File: config.mk
export PLATFORM = sky130hd
export DESIGN_NAME = damage_table_interpolator_core
export DESIGN_NICKNAME = d
export VERILOG_FILES = /design/src/sv/dti_pkg.sv /design/src/sv/damage_table_interpolator_core.sv
export SDC_FILE = /design/constraint.sdc
export NUM_CORES = 2
export LEC_CHECK = 0
export ABC_AREA = 0
export BUFFER_PORTS_ARGS = -buffer_cell sky130_fd_sc_hd__buf_2
export CAP_MARGIN = 10
export CORE_MARGIN = 2
export CORE_UTILIZATION = 50
export DETAILED_ROUTE_END_ITERATION = 12
export GPL_TIMING_DRIVEN = 0
export PLACE_DENSITY = 0.68
export SKIP_LAST_GASP = 1
export SYNTH_ARGS = -nofsm -noshare
export SYNTH_HDL_FRONTEND = slang
export SYNTH_SLANG_ARGS = --single-unit
File: constraint.sdc
create_clock -name clk -period 5.9 [get_ports clk]
set_input_delay 1.18 -clock clk [delete_from_list [all_inputs] [get_ports clk]]
set_output_delay 1.18 -clock clk [all_outputs]
set_load 0.05 [all_outputs]
File: src/sv/dti_pkg.sv
// Shared types and constants for the damage table interpolator.
// No dependencies; used by damage_table_interpolator_core.
`timescale 1ns / 1ps

package dti_pkg;

    // Table geometry and field widths
    localparam int TABLE_DEPTH   = 64;
    localparam int STRAIN_BITS   = 32;
    localparam int DAMAGE_BITS   = 16;
    localparam int INDEX_BITS    = 7;
    localparam int LENGTH_BITS   = 7;
    localparam int CFG_DATA_BITS = 32;
    localparam int CFG_INDEX_BITS = 1;

    // Entry numbers span 0..TABLE_DEPTH; entry 0 is the fixed zero pair
    localparam int ENTRY_W   = $clog2(TABLE_DEPTH + 1);
    localparam int ADDR_W    = $clog2(TABLE_DEPTH);
    localparam int DIV_CNT_W = $clog2(DAMAGE_BITS);

    // Register indexes
    localparam logic [CFG_INDEX_BITS-1:0] REG_STRAIN_THRESHOLD = 1'd0;
    localparam logic [CFG_INDEX_BITS-1:0] REG_TABLE_LENGTH     = 1'd1;

    // Commands
    localparam logic CMD_QUERY = 1'b0;
    localparam logic CMD_LOAD  = 1'b1;

    // Status codes
    typedef logic [1:0] status_t;
    localparam status_t STATUS_OK    = 2'd0;
    localparam status_t STATUS_ORDER = 2'd1;
    localparam status_t STATUS_RANGE = 2'd2;

    typedef struct packed {
        logic                   command;
        logic [INDEX_BITS-1:0]  entry_index;
        logic [STRAIN_BITS-1:0] jump_value;
        logic [DAMAGE_BITS-1:0] damage_value;
        logic [STRAIN_BITS-1:0] strain_kappa;
    } in_item_t;

    typedef struct packed {
        logic [DAMAGE_BITS-1:0] damage_out;
        status_t                status;
    } out_item_t;

    typedef enum logic [3:0] {
        ST_IDLE,
        ST_LD_RD,
        ST_LD_CHK,
        ST_Q_RDN,
        ST_Q_CHKN,
        ST_SR_RD,
        ST_SR_CMP,
        ST_SEG0_RD,
        ST_SEG0_CAP,
        ST_SEG1_CAP,
        ST_PREP,
        ST_DIV_A,
        ST_DIV_B,
        ST_FIN,
        ST_OUT
    } state_t;

endpackage

File: src/sv/damage_table_interpolator_core.sv
// Damage table interpolator: breakpoint table, lower-bound search and
// serial interpolation divider under one sequencer.
// Depends on dti_pkg.
`timescale 1ns / 1ps

// Channel | Direction | Handshake            | Payload
// in      | input     | in_valid / in_ready  | in_item  (dti_pkg::in_item_t)
// out     | output    | out_valid / out_ready| out_item (dti_pkg::out_item_t)
// cfg     | input     | cfg_we (no wait)     | cfg_index, cfg_data
//
// One item at a time. A load reads the previous entry for the order check
// and writes when in order, but goes straight to the result when its
// index is out of range. A query at or below the threshold goes straight
// to the result, and one at or beyond the last breakpoint reads only that
// entry; otherwise a lower-bound search (1 to 7 probes over up to 65
// entries) and a read of both segment ends come first, then the divider
// unless kappa lands on a segment end. The table memory is single-port,
// and the 16-bit shift-subtract divider forms one quotient bit per pass.
// Reset (rst_n, async, low) clears the sequencer and the configuration
// registers; the table memory is not cleared. in_ready is high only while
// idle; a result holds on out_item until out_ready takes it.

module damage_table_interpolator_core (
    input  logic                                   clk,
    input  logic                                   rst_n,
    input  logic                                   in_valid,
    output logic                                   in_ready,
    input  dti_pkg::in_item_t                      in_item,
    output logic                                   out_valid,
    input  logic                                   out_ready,
    output dti_pkg::out_item_t                     out_item,
    input  logic                                   cfg_we,
    input  logic [dti_pkg::CFG_INDEX_BITS-1:0]     cfg_index,
    input  logic [dti_pkg::CFG_DATA_BITS-1:0]      cfg_data
);

    localparam int SW = dti_pkg::STRAIN_BITS;
    localparam int DW = dti_pkg::DAMAGE_BITS;
    localparam int EW = dti_pkg::ENTRY_W;
    localparam int AW = dti_pkg::ADDR_W;

    // Configuration
    logic [SW-1:0]                   thr_reg;
    logic [dti_pkg::LENGTH_BITS-1:0] len_reg;
    logic [EW-1:0]                   n_eff;

    // Sequencer
    dti_pkg::state_t state_reg, state_next;

    // Item and working registers (no reset)
    logic [EW-1:0]  idx_reg, idx_next;
    logic [SW-1:0]  jump_reg, jump_next;
    logic [DW-1:0]  dmg_reg, dmg_next;
    logic [SW-1:0]  kd_reg, kd_next;       // kappa minus threshold
    logic [EW-1:0]  first_reg, first_next;
    logic [EW-1:0]  count_reg, count_next;
    logic [SW-1:0]  bp0_reg, bp0_next;
    logic [SW-1:0]  bp1_reg, bp1_next;
    logic [DW-1:0]  y0_reg, y0_next;
    logic [DW-1:0]  y1_reg, y1_next;
    logic [SW-1:0]  a_reg, a_next;
    logic [SW-1:0]  b_reg, b_next;
    logic [SW-1:0]  r_reg, r_next;
    logic [DW-1:0]  q_reg, q_next;
    logic [DW-1:0]  m_reg, m_next;
    logic           neg_reg, neg_next;
    logic [dti_pkg::DIV_CNT_W-1:0] cnt_reg, cnt_next;
    logic [DW-1:0]  dout_reg, dout_next;
    dti_pkg::status_t status_reg, status_next;

    // Table memory, entries 1..TABLE_DEPTH at address entry-1
    logic [SW-1:0] bp_mem [dti_pkg::TABLE_DEPTH];
    logic [DW-1:0] dm_mem [dti_pkg::TABLE_DEPTH];
    logic          rd_en;
    logic [EW-1:0] rd_entry;
    logic          wr_en;
    logic [SW-1:0] rd_bp_reg;
    logic [DW-1:0] rd_dm_reg;
    logic          rd_zero_reg;
    logic [SW-1:0] rd_bp;
    logic [DW-1:0] rd_dm;

    // Combinational temporaries
    logic [EW-1:0] step;
    logic [EW-1:0] probe;
    logic [EW-1:0] seg;
    logic [SW:0]   r2;
    logic [SW:0]   sum;
    logic [SW:0]   b_ext;

    // Table length above depth saturates
    always_comb
    begin
        if (int'(len_reg) > dti_pkg::TABLE_DEPTH)
        begin
            n_eff = EW'(dti_pkg::TABLE_DEPTH);
        end
        else
        begin
            n_eff = EW'(len_reg);
        end
    end

    // Entry 0 is the fixed (0,0) pair
    assign rd_bp = rd_zero_reg ? '0 : rd_bp_reg;
    assign rd_dm = rd_zero_reg ? '0 : rd_dm_reg;

    assign in_ready  = (state_reg == dti_pkg::ST_IDLE);
    assign out_valid = (state_reg == dti_pkg::ST_OUT);
    assign out_item.damage_out = dout_reg;
    assign out_item.status     = status_reg;

    assign step  = count_reg >> 1;
    assign probe = first_reg + step;
    assign b_ext = {1'b0, b_reg};

    always_comb
    begin
        state_next  = state_reg;
        idx_next    = idx_reg;
        jump_next   = jump_reg;
        dmg_next    = dmg_reg;
        kd_next     = kd_reg;
        first_next  = first_reg;
        count_next  = count_reg;
        bp0_next    = bp0_reg;
        bp1_next    = bp1_reg;
        y0_next     = y0_reg;
        y1_next     = y1_reg;
        a_next      = a_reg;
        b_next      = b_reg;
        r_next      = r_reg;
        q_next      = q_reg;
        m_next      = m_reg;
        neg_next    = neg_reg;
        cnt_next    = cnt_reg;
        dout_next   = dout_reg;
        status_next = status_reg;
        rd_en       = 1'b0;
        rd_entry    = '0;
        wr_en       = 1'b0;
        seg         = first_reg;
        r2          = {r_reg, 1'b0};
        sum         = {1'b0, r_reg} + {1'b0, a_reg};

        case (state_reg)
            dti_pkg::ST_IDLE:
            begin
                if (in_valid)
                begin
                    idx_next    = EW'(in_item.entry_index);
                    jump_next   = in_item.jump_value;
                    dmg_next    = in_item.damage_value;
                    kd_next     = in_item.strain_kappa - thr_reg;
                    dout_next   = '0;
                    status_next = dti_pkg::STATUS_OK;
                    if (in_item.command == dti_pkg::CMD_LOAD)
                    begin
                        if (in_item.entry_index == '0 ||
                            int'(in_item.entry_index) > int'(n_eff))
                        begin
                            status_next = dti_pkg::STATUS_RANGE;
                            state_next  = dti_pkg::ST_OUT;
                        end
                        else
                        begin
                            state_next = dti_pkg::ST_LD_RD;
                        end
                    end
                    else if (in_item.strain_kappa <= thr_reg)
                    begin
                        state_next = dti_pkg::ST_OUT;
                    end
                    else
                    begin
                        state_next = dti_pkg::ST_Q_RDN;
                    end
                end
            end

            // Load: fetch the previous entry for the order check
            dti_pkg::ST_LD_RD:
            begin
                rd_en      = 1'b1;
                rd_entry   = idx_reg - EW'(1);
                state_next = dti_pkg::ST_LD_CHK;
            end

            dti_pkg::ST_LD_CHK:
            begin
                if (jump_reg < rd_bp || dmg_reg < rd_dm)
                begin
                    status_next = dti_pkg::STATUS_ORDER;
                end
                else
                begin
                    wr_en = 1'b1;
                end
                state_next = dti_pkg::ST_OUT;
            end

            // Query: saturate at or beyond the last breakpoint
            dti_pkg::ST_Q_RDN:
            begin
                rd_en      = 1'b1;
                rd_entry   = n_eff;
                state_next = dti_pkg::ST_Q_CHKN;
            end

            dti_pkg::ST_Q_CHKN:
            begin
                if (kd_reg >= rd_bp)
                begin
                    dout_next  = rd_dm;
                    state_next = dti_pkg::ST_OUT;
                end
                else
                begin
                    first_next = '0;
                    count_next = n_eff + EW'(1);
                    state_next = dti_pkg::ST_SR_RD;
                end
            end

            // Lower-bound search, one probe per pass through ST_SR_RD and ST_SR_CMP
            dti_pkg::ST_SR_RD:
            begin
                if (count_reg == '0)
                begin
                    state_next = dti_pkg::ST_SEG0_RD;
                end
                else
                begin
                    rd_en      = 1'b1;
                    rd_entry   = probe;
                    state_next = dti_pkg::ST_SR_CMP;
                end
            end

            dti_pkg::ST_SR_CMP:
            begin
                if (rd_bp < kd_reg)
                begin
                    first_next = probe + EW'(1);
                    count_next = count_reg - step - EW'(1);
                end
                else
                begin
                    count_next = step;
                end
                state_next = dti_pkg::ST_SR_RD;
            end

            // Clamp segment index to 1..N, read both ends
            dti_pkg::ST_SEG0_RD:
            begin
                if (first_reg == '0)
                begin
                    seg = EW'(1);
                end
                else if (first_reg > n_eff)
                begin
                    seg = n_eff;
                end
                idx_next   = seg;
                rd_en      = 1'b1;
                rd_entry   = seg - EW'(1);
                state_next = dti_pkg::ST_SEG0_CAP;
            end

            dti_pkg::ST_SEG0_CAP:
            begin
                bp0_next   = rd_bp;
                y0_next    = rd_dm;
                rd_en      = 1'b1;
                rd_entry   = idx_reg;
                state_next = dti_pkg::ST_SEG1_CAP;
            end

            dti_pkg::ST_SEG1_CAP:
            begin
                bp1_next   = rd_bp;
                y1_next    = rd_dm;
                state_next = dti_pkg::ST_PREP;
            end

            dti_pkg::ST_PREP:
            begin
                if (kd_reg <= bp0_reg)
                begin
                    dout_next  = y0_reg;
                    state_next = dti_pkg::ST_OUT;
                end
                else if (kd_reg >= bp1_reg)
                begin
                    dout_next  = y1_reg;
                    state_next = dti_pkg::ST_OUT;
                end
                else
                begin
                    a_next   = kd_reg - bp0_reg;
                    b_next   = bp1_reg - bp0_reg;
                    neg_next = (y1_reg < y0_reg);
                    m_next   = (y1_reg < y0_reg) ? (y0_reg - y1_reg) : (y1_reg - y0_reg);
                    r_next   = '0;
                    q_next   = '0;
                    cnt_next = dti_pkg::DIV_CNT_W'(DW - 1);
                    state_next = dti_pkg::ST_DIV_A;
                end
            end

            // floor(m*a/b): double remainder, then add a where m bit is set
            dti_pkg::ST_DIV_A:
            begin
                if (r2 >= b_ext)
                begin
                    r_next = SW'(r2 - b_ext);
                    q_next = {q_reg[DW-2:0], 1'b1};
                end
                else
                begin
                    r_next = SW'(r2);
                    q_next = {q_reg[DW-2:0], 1'b0};
                end
                state_next = dti_pkg::ST_DIV_B;
            end

            dti_pkg::ST_DIV_B:
            begin
                if (m_reg[DW-1])
                begin
                    if (sum >= b_ext)
                    begin
                        r_next = SW'(sum - b_ext);
                        q_next = q_reg + DW'(1);
                    end
                    else
                    begin
                        r_next = SW'(sum);
                    end
                end
                m_next = m_reg << 1;
                if (cnt_reg == '0)
                begin
                    state_next = dti_pkg::ST_FIN;
                end
                else
                begin
                    cnt_next   = cnt_reg - dti_pkg::DIV_CNT_W'(1);
                    state_next = dti_pkg::ST_DIV_A;
                end
            end

            dti_pkg::ST_FIN:
            begin
                dout_next  = neg_reg ? (y0_reg - q_reg) : (y0_reg + q_reg);
                state_next = dti_pkg::ST_OUT;
            end

            dti_pkg::ST_OUT:
            begin
                if (out_ready)
                begin
                    state_next = dti_pkg::ST_IDLE;
                end
            end

            default:
            begin
                state_next = dti_pkg::ST_IDLE;
            end
        endcase
    end

    // Control state and configuration
    always_ff @(posedge clk or negedge rst_n)
    begin
        if (!rst_n)
        begin
            state_reg <= dti_pkg::ST_IDLE;
            thr_reg   <= '0;
            len_reg   <= dti_pkg::LENGTH_BITS'(1);
        end
        else
        begin
            state_reg <= state_next;
            if (cfg_we)
            begin
                case (cfg_index)
                    dti_pkg::REG_STRAIN_THRESHOLD: thr_reg <= cfg_data[SW-1:0];
                    dti_pkg::REG_TABLE_LENGTH:     len_reg <= cfg_data[dti_pkg::LENGTH_BITS-1:0];
                    default:                       thr_reg <= thr_reg;
                endcase
            end
        end
    end

    // Working registers
    always_ff @(posedge clk)
    begin
        idx_reg    <= idx_next;
        jump_reg   <= jump_next;
        dmg_reg    <= dmg_next;
        kd_reg     <= kd_next;
        first_reg  <= first_next;
        count_reg  <= count_next;
        bp0_reg    <= bp0_next;
        bp1_reg    <= bp1_next;
        y0_reg     <= y0_next;
        y1_reg     <= y1_next;
        a_reg      <= a_next;
        b_reg      <= b_next;
        r_reg      <= r_next;
        q_reg      <= q_next;
        m_reg      <= m_next;
        neg_reg    <= neg_next;
        cnt_reg    <= cnt_next;
        dout_reg   <= dout_next;
        status_reg <= status_next;
    end

    // Table memory: one read or one write a cycle, registered read data
    always_ff @(posedge clk)
    begin
        if (wr_en)
        begin
            bp_mem[AW'(idx_reg - EW'(1))] <= jump_reg;
            dm_mem[AW'(idx_reg - EW'(1))] <= dmg_reg;
        end
        if (rd_en)
        begin
            rd_bp_reg   <= bp_mem[AW'(rd_entry - EW'(1))];
            rd_dm_reg   <= dm_mem[AW'(rd_entry - EW'(1))];
            rd_zero_reg <= (rd_entry == '0);
        end
    end

    // Checks
    a_one_side: assert property (@(posedge clk) disable iff (!rst_n)
        !(in_ready && out_valid))
        else $error("input and output sides active together");

    a_busy_after_accept: assert property (@(posedge clk) disable iff (!rst_n)
        (in_valid && in_ready) |=> !in_ready)
        else $error("ready stayed high after an item was accepted");

    a_flag_zero_damage: assert property (@(posedge clk) disable iff (!rst_n)
        (out_valid && out_item.status != dti_pkg::STATUS_OK) |-> (out_item.damage_out == '0))
        else $error("flagged load returned nonzero damage");

    a_status_code: assert property (@(posedge clk) disable iff (!rst_n)
        out_valid |-> (out_item.status == dti_pkg::STATUS_OK ||
                       out_item.status == dti_pkg::STATUS_ORDER ||
                       out_item.status == dti_pkg::STATUS_RANGE))
        else $error("undefined status code");

endmodule
==> run_results.csv <==
group,metric,value,unit
run_status,run_status,"finished clean",
cells_and_area,drive_gt1_share,26.7,%
floorplanning,dieArea,303000,µm²
worst_setup_path,critPathArrivalTime,6.52,ns
floorplanning,num_io_pins,146,
floorplanning,row_count,200,
power,powerDensity,583,nW/µm²
logic_synthesis,ys_ff_latch,3512,
sta,setup_slack,0.0271,ns
worst_setup_path,slowest_stage,"mux4_2",
clocking,cts_max_level,5,
logic_synthesis,yosysWarnings,0,
clocking,clkSinkCount,3512,
sta,max-slew-margin-rel,14.0,%
cells_and_area,top_register,"bp_mem",
global_routing,overflow,0,
route,ant_nets,0,
floorplanning,core_area,297000,µm²
logic_synthesis,seq_area_frac_synth,70.4,%
clocking,root_buffer,"clkbuf_16",
worst_setup_path,startpoint_type,"flop",
worst_setup_path,critPathBufInv,7,
cells_and_area,largest_register_ffs,2048,
placed_design,place.gp.congestion,0.938,
sta,finalHoldViolCount,0,
logic_synthesis,synthCells,7916,
worst_setup_path,endpoint_kind,"flop",
sta,setup_viol_count_final,0,
clocking,cts_made_buffers,360,
clocking,cts_buffer_depth,4,
route,vias,83036,
worst_setup_path,slowest_delay,0.57,ns
global_routing,grt_pass1_vias,82511,
sta,max_freq,170,MHz
placed_design,place_hpwl,307000,µm
logic_synthesis,async_flop_share,1.22,%
route,drt_first_pass_iters,7,
cells_and_area,fillers,21043,
logic_synthesis,synth_cell_types,88,
placed_design,numPortBuffers,145,
logic_synthesis,synth_flop_cell,"edfxtp_1",
placed_design,placed_cell_area,161000,µm²
logic_synthesis,synth-edff-count,3469,
power,p_leak,0.0590,µW
worst_setup_path,cp_data_required_time,6.55,ns
cells_and_area,final_core_util,58.9,%
route,vias_per_cell,6.37,
route,first_iter_violations,11390,
cells_and_area,fin_area,175000,µm²
route,finalWirelength,436000,µm
hold_path,hold_path_class,"input pin to flop",
worst_setup_path,path_max_fanout,10,
power,ir_drop,0.000419,V
cells_and_area,nets,9312,
cells_and_area,multi_input_area,42800,µm²
floorplanning,initial_utilization,50.3,%
sta,period_minus_slack,5.87,ns
floorplanning,die_h,551,µm
worst_setup_path,cpLargestDelayFamily,"multiplexers",
placed_design,pre_cts_ws,-3.39,ns
sta,fin_setup_tns,0,ns
floorplanning,floorplan.die.width,551,µm
sta,maxSlewViolCount,0,
cells_and_area,top_regs,"bp_mem: 2048 flops, dm_mem: 1024 flops",
clocking,cts_tree,"done",
global_routing,grt_pass1_wl,608000,µm
clocking,clk_latency,0.99,ns
route,drc,0,
flow_run,timing.max_cap.violations,0,
route,avgRoutedWirePerCell,33.5,µm
global_routing,grt_max_degree,47,
cells_and_area,regArea,105000,µm²
logic_synthesis,synth.avg_cell_area,18.9,µm²
sta,worst_pin_slew,1.29,ns
cells_and_area,syn2layout_area_growth,17.2,%
clocking,path_clk_slew,0.07,ns
global_routing,antenna_found_initial,32,
sta,skew,0.0929,ns
logic_synthesis,syn_area,149000,µm²
worst_setup_path,worstPathCellList,"clkbuf_16 > nor2b_4 > inv_2 > ha_1 > and4_1 > nand4_1 > o21ai_4 > buf_12 > mux2_4 > nor2_4 > ha_4 > o22ai_4 > a211oi_4 > ha_4 > buf_8 > buf_12 > buf_4 > clkbuf_2 > mux4_2 > mux4_2 > a22oi_2 > nand2_1",
sta,period_share,99.5,%
global_routing,grt_use_total,28.6,%
worst_setup_path,critical_path_class,"flop to flop",
logic_synthesis,syn_nets,8438,
kinds of logic after synthesis:
group | synth area share (%)
xor gates and xnor gates | 1.40
buffers and inverters | 1.80
AOI/OAI and AO/OA | 4.77
and+or+nand+nor | 3.22
DFF | 70.4
adders and majority gates | 3.37
muxes | 15.0
worst register-to-register path: cells and delay by family (launching register included):
| kind | cells | cell delay, ns |
|---|---|---|
| muxes | 3 | 1.30 |
| AOI/OAI and AO/OA | 4 | 0.99 |
| buffers and inverters | 7 | 1.27 |
| adders and majority gates | 3 | 0.91 |
| DFF | 1 | 0.43 |
| and+or+nand+nor | 5 | 0.71 |
area by class of cell:
cell class	instances	area share, %
tap	3939	2.82
buffer	319	1.07
clock buffer	443	5.35
inverter	335	0.723
timing repair buffer	519	4.31
multi-input combinational	3743	24.4
antenna	10	0.0143
sequential	3512	60.1
clock inverter	208	1.18
cell usage in the layout (no fill, tap or decap), drive strengths merged, types with 38 or more instances in the layout:
| master | netlist | final |
|---|---|---|
| mux4 | 960 | 960 |
| nand2b | 91 | 91 |
| nor2b | 53 | 53 |
| clkinv | 0 | 159 |
| buf | 125 | 658 |
| o21ai | 208 | 208 |
| a22oi | 108 | 108 |
| mux2i | 60 | 60 |
| ha | 385 | 385 |
| o21a | 43 | 43 |
| xor2 | 65 | 65 |
| nor3 | 69 | 69 |
| a21o | 122 | 122 |
| inv | 335 | 344 |
| nand4 | 50 | 50 |
| clkbuf | 201 | 623 |
| edfxtp | 3469 | 3469 |
| nand2 | 256 | 256 |
| xnor2 | 174 | 174 |
| o21bai | 38 | 38 |
| dfrtp | 42 | 42 |
| a21oi | 269 | 269 |
| nor2 | 270 | 270 |
| nand3 | 68 | 68 |
report_power, final:
part           total (µW)  internal (µW)  switching (µW)  leakage [µW]
logic               49500          19300           30200        0.0216
clock network       22200          12500            9710       0.00553
registers           30400          29600             740        0.0318
total              102000          61500           40600        0.0590
routing by layer:
| metal | part of all wire, % | track usage [%] | wire (µm) |
|---|---|---|---|
| met2 | 48 | 46.1 | 209000 |
| met5 | 0.016 | 0 | 69 |
| met4 | 5.6 | 13.8 | 24400 |
| met3 | 9.6 | 5.66 | 41900 |
| met1 | 37 | 37.5 | 161000 |
through the flow:
stage / power (µW) / std cells / hold WS [ns]
6_report: 102000 / 13028 / 0.376
5_1_grt: 105000 / 13022 / 0.354
4_1_cts: 101000 / 12984 / 0.325
3_5_place_dp: 77300 / 12253 / 0.509
3_3_place_gp: 76100 / 12000 / 0.501
2_1_floorplan: 58500 / 7916 / 0.485
what timing repair did:
item                                    4_1_cts  5_1_grt
pin swaps                                    49       30
buffers inserted                             84       33
hold buffers                                  0        0
resized for setup                           290       88
endpoints found under the setup margin     3191     1742
gates cloned                                  1        0
Yosys cell counts, drive strengths merged (26+ instances only):
library cell | instances | area, µm²
o22ai | 28 | 175
xnor2 | 174 | 1520
clkbuf | 201 | 754
o21bai | 38 | 285
nand2 | 256 | 961
nor3 | 69 | 350
a211oi | 34 | 255
o211ai | 26 | 195
a21o | 122 | 916
nand2b | 91 | 569
nand3 | 68 | 340
ha | 385 | 4820
a22oi | 108 | 811
o21ai | 208 | 1040
a21oi | 269 | 1350
xor2 | 65 | 569
a31oi | 35 | 219
inv | 335 | 1260
nand4 | 50 | 313
mux2i | 60 | 601
dfrtp | 42 | 1050
mux4 | 960 | 21600
buf | 125 | 679
nor2 | 270 | 1010
and3 | 30 | 188
o21a | 43 | 323
nor2b | 53 | 339
edfxtp | 3469 | 104000
path summary, 6_finish.rpt:
kind,start,to,slack [ns],cells after the start
setup reg to reg,len_reg[6],rd_dm_reg[0],0.03,22
setup / recovery,len_reg[6],rd_dm_reg[0],0.03,22
hold / removal,in_item[58],jump_reg[10],0.38,1
hold reg to reg,thr_reg[0],thr_reg[0],0.52,1
min in group asynchronous,rst_n,thr_reg[20],0.45,1
max in group asynchronous,rst_n,len_reg[6],4.64,1
Note: power is estimated with default switching activity, not from simulation.
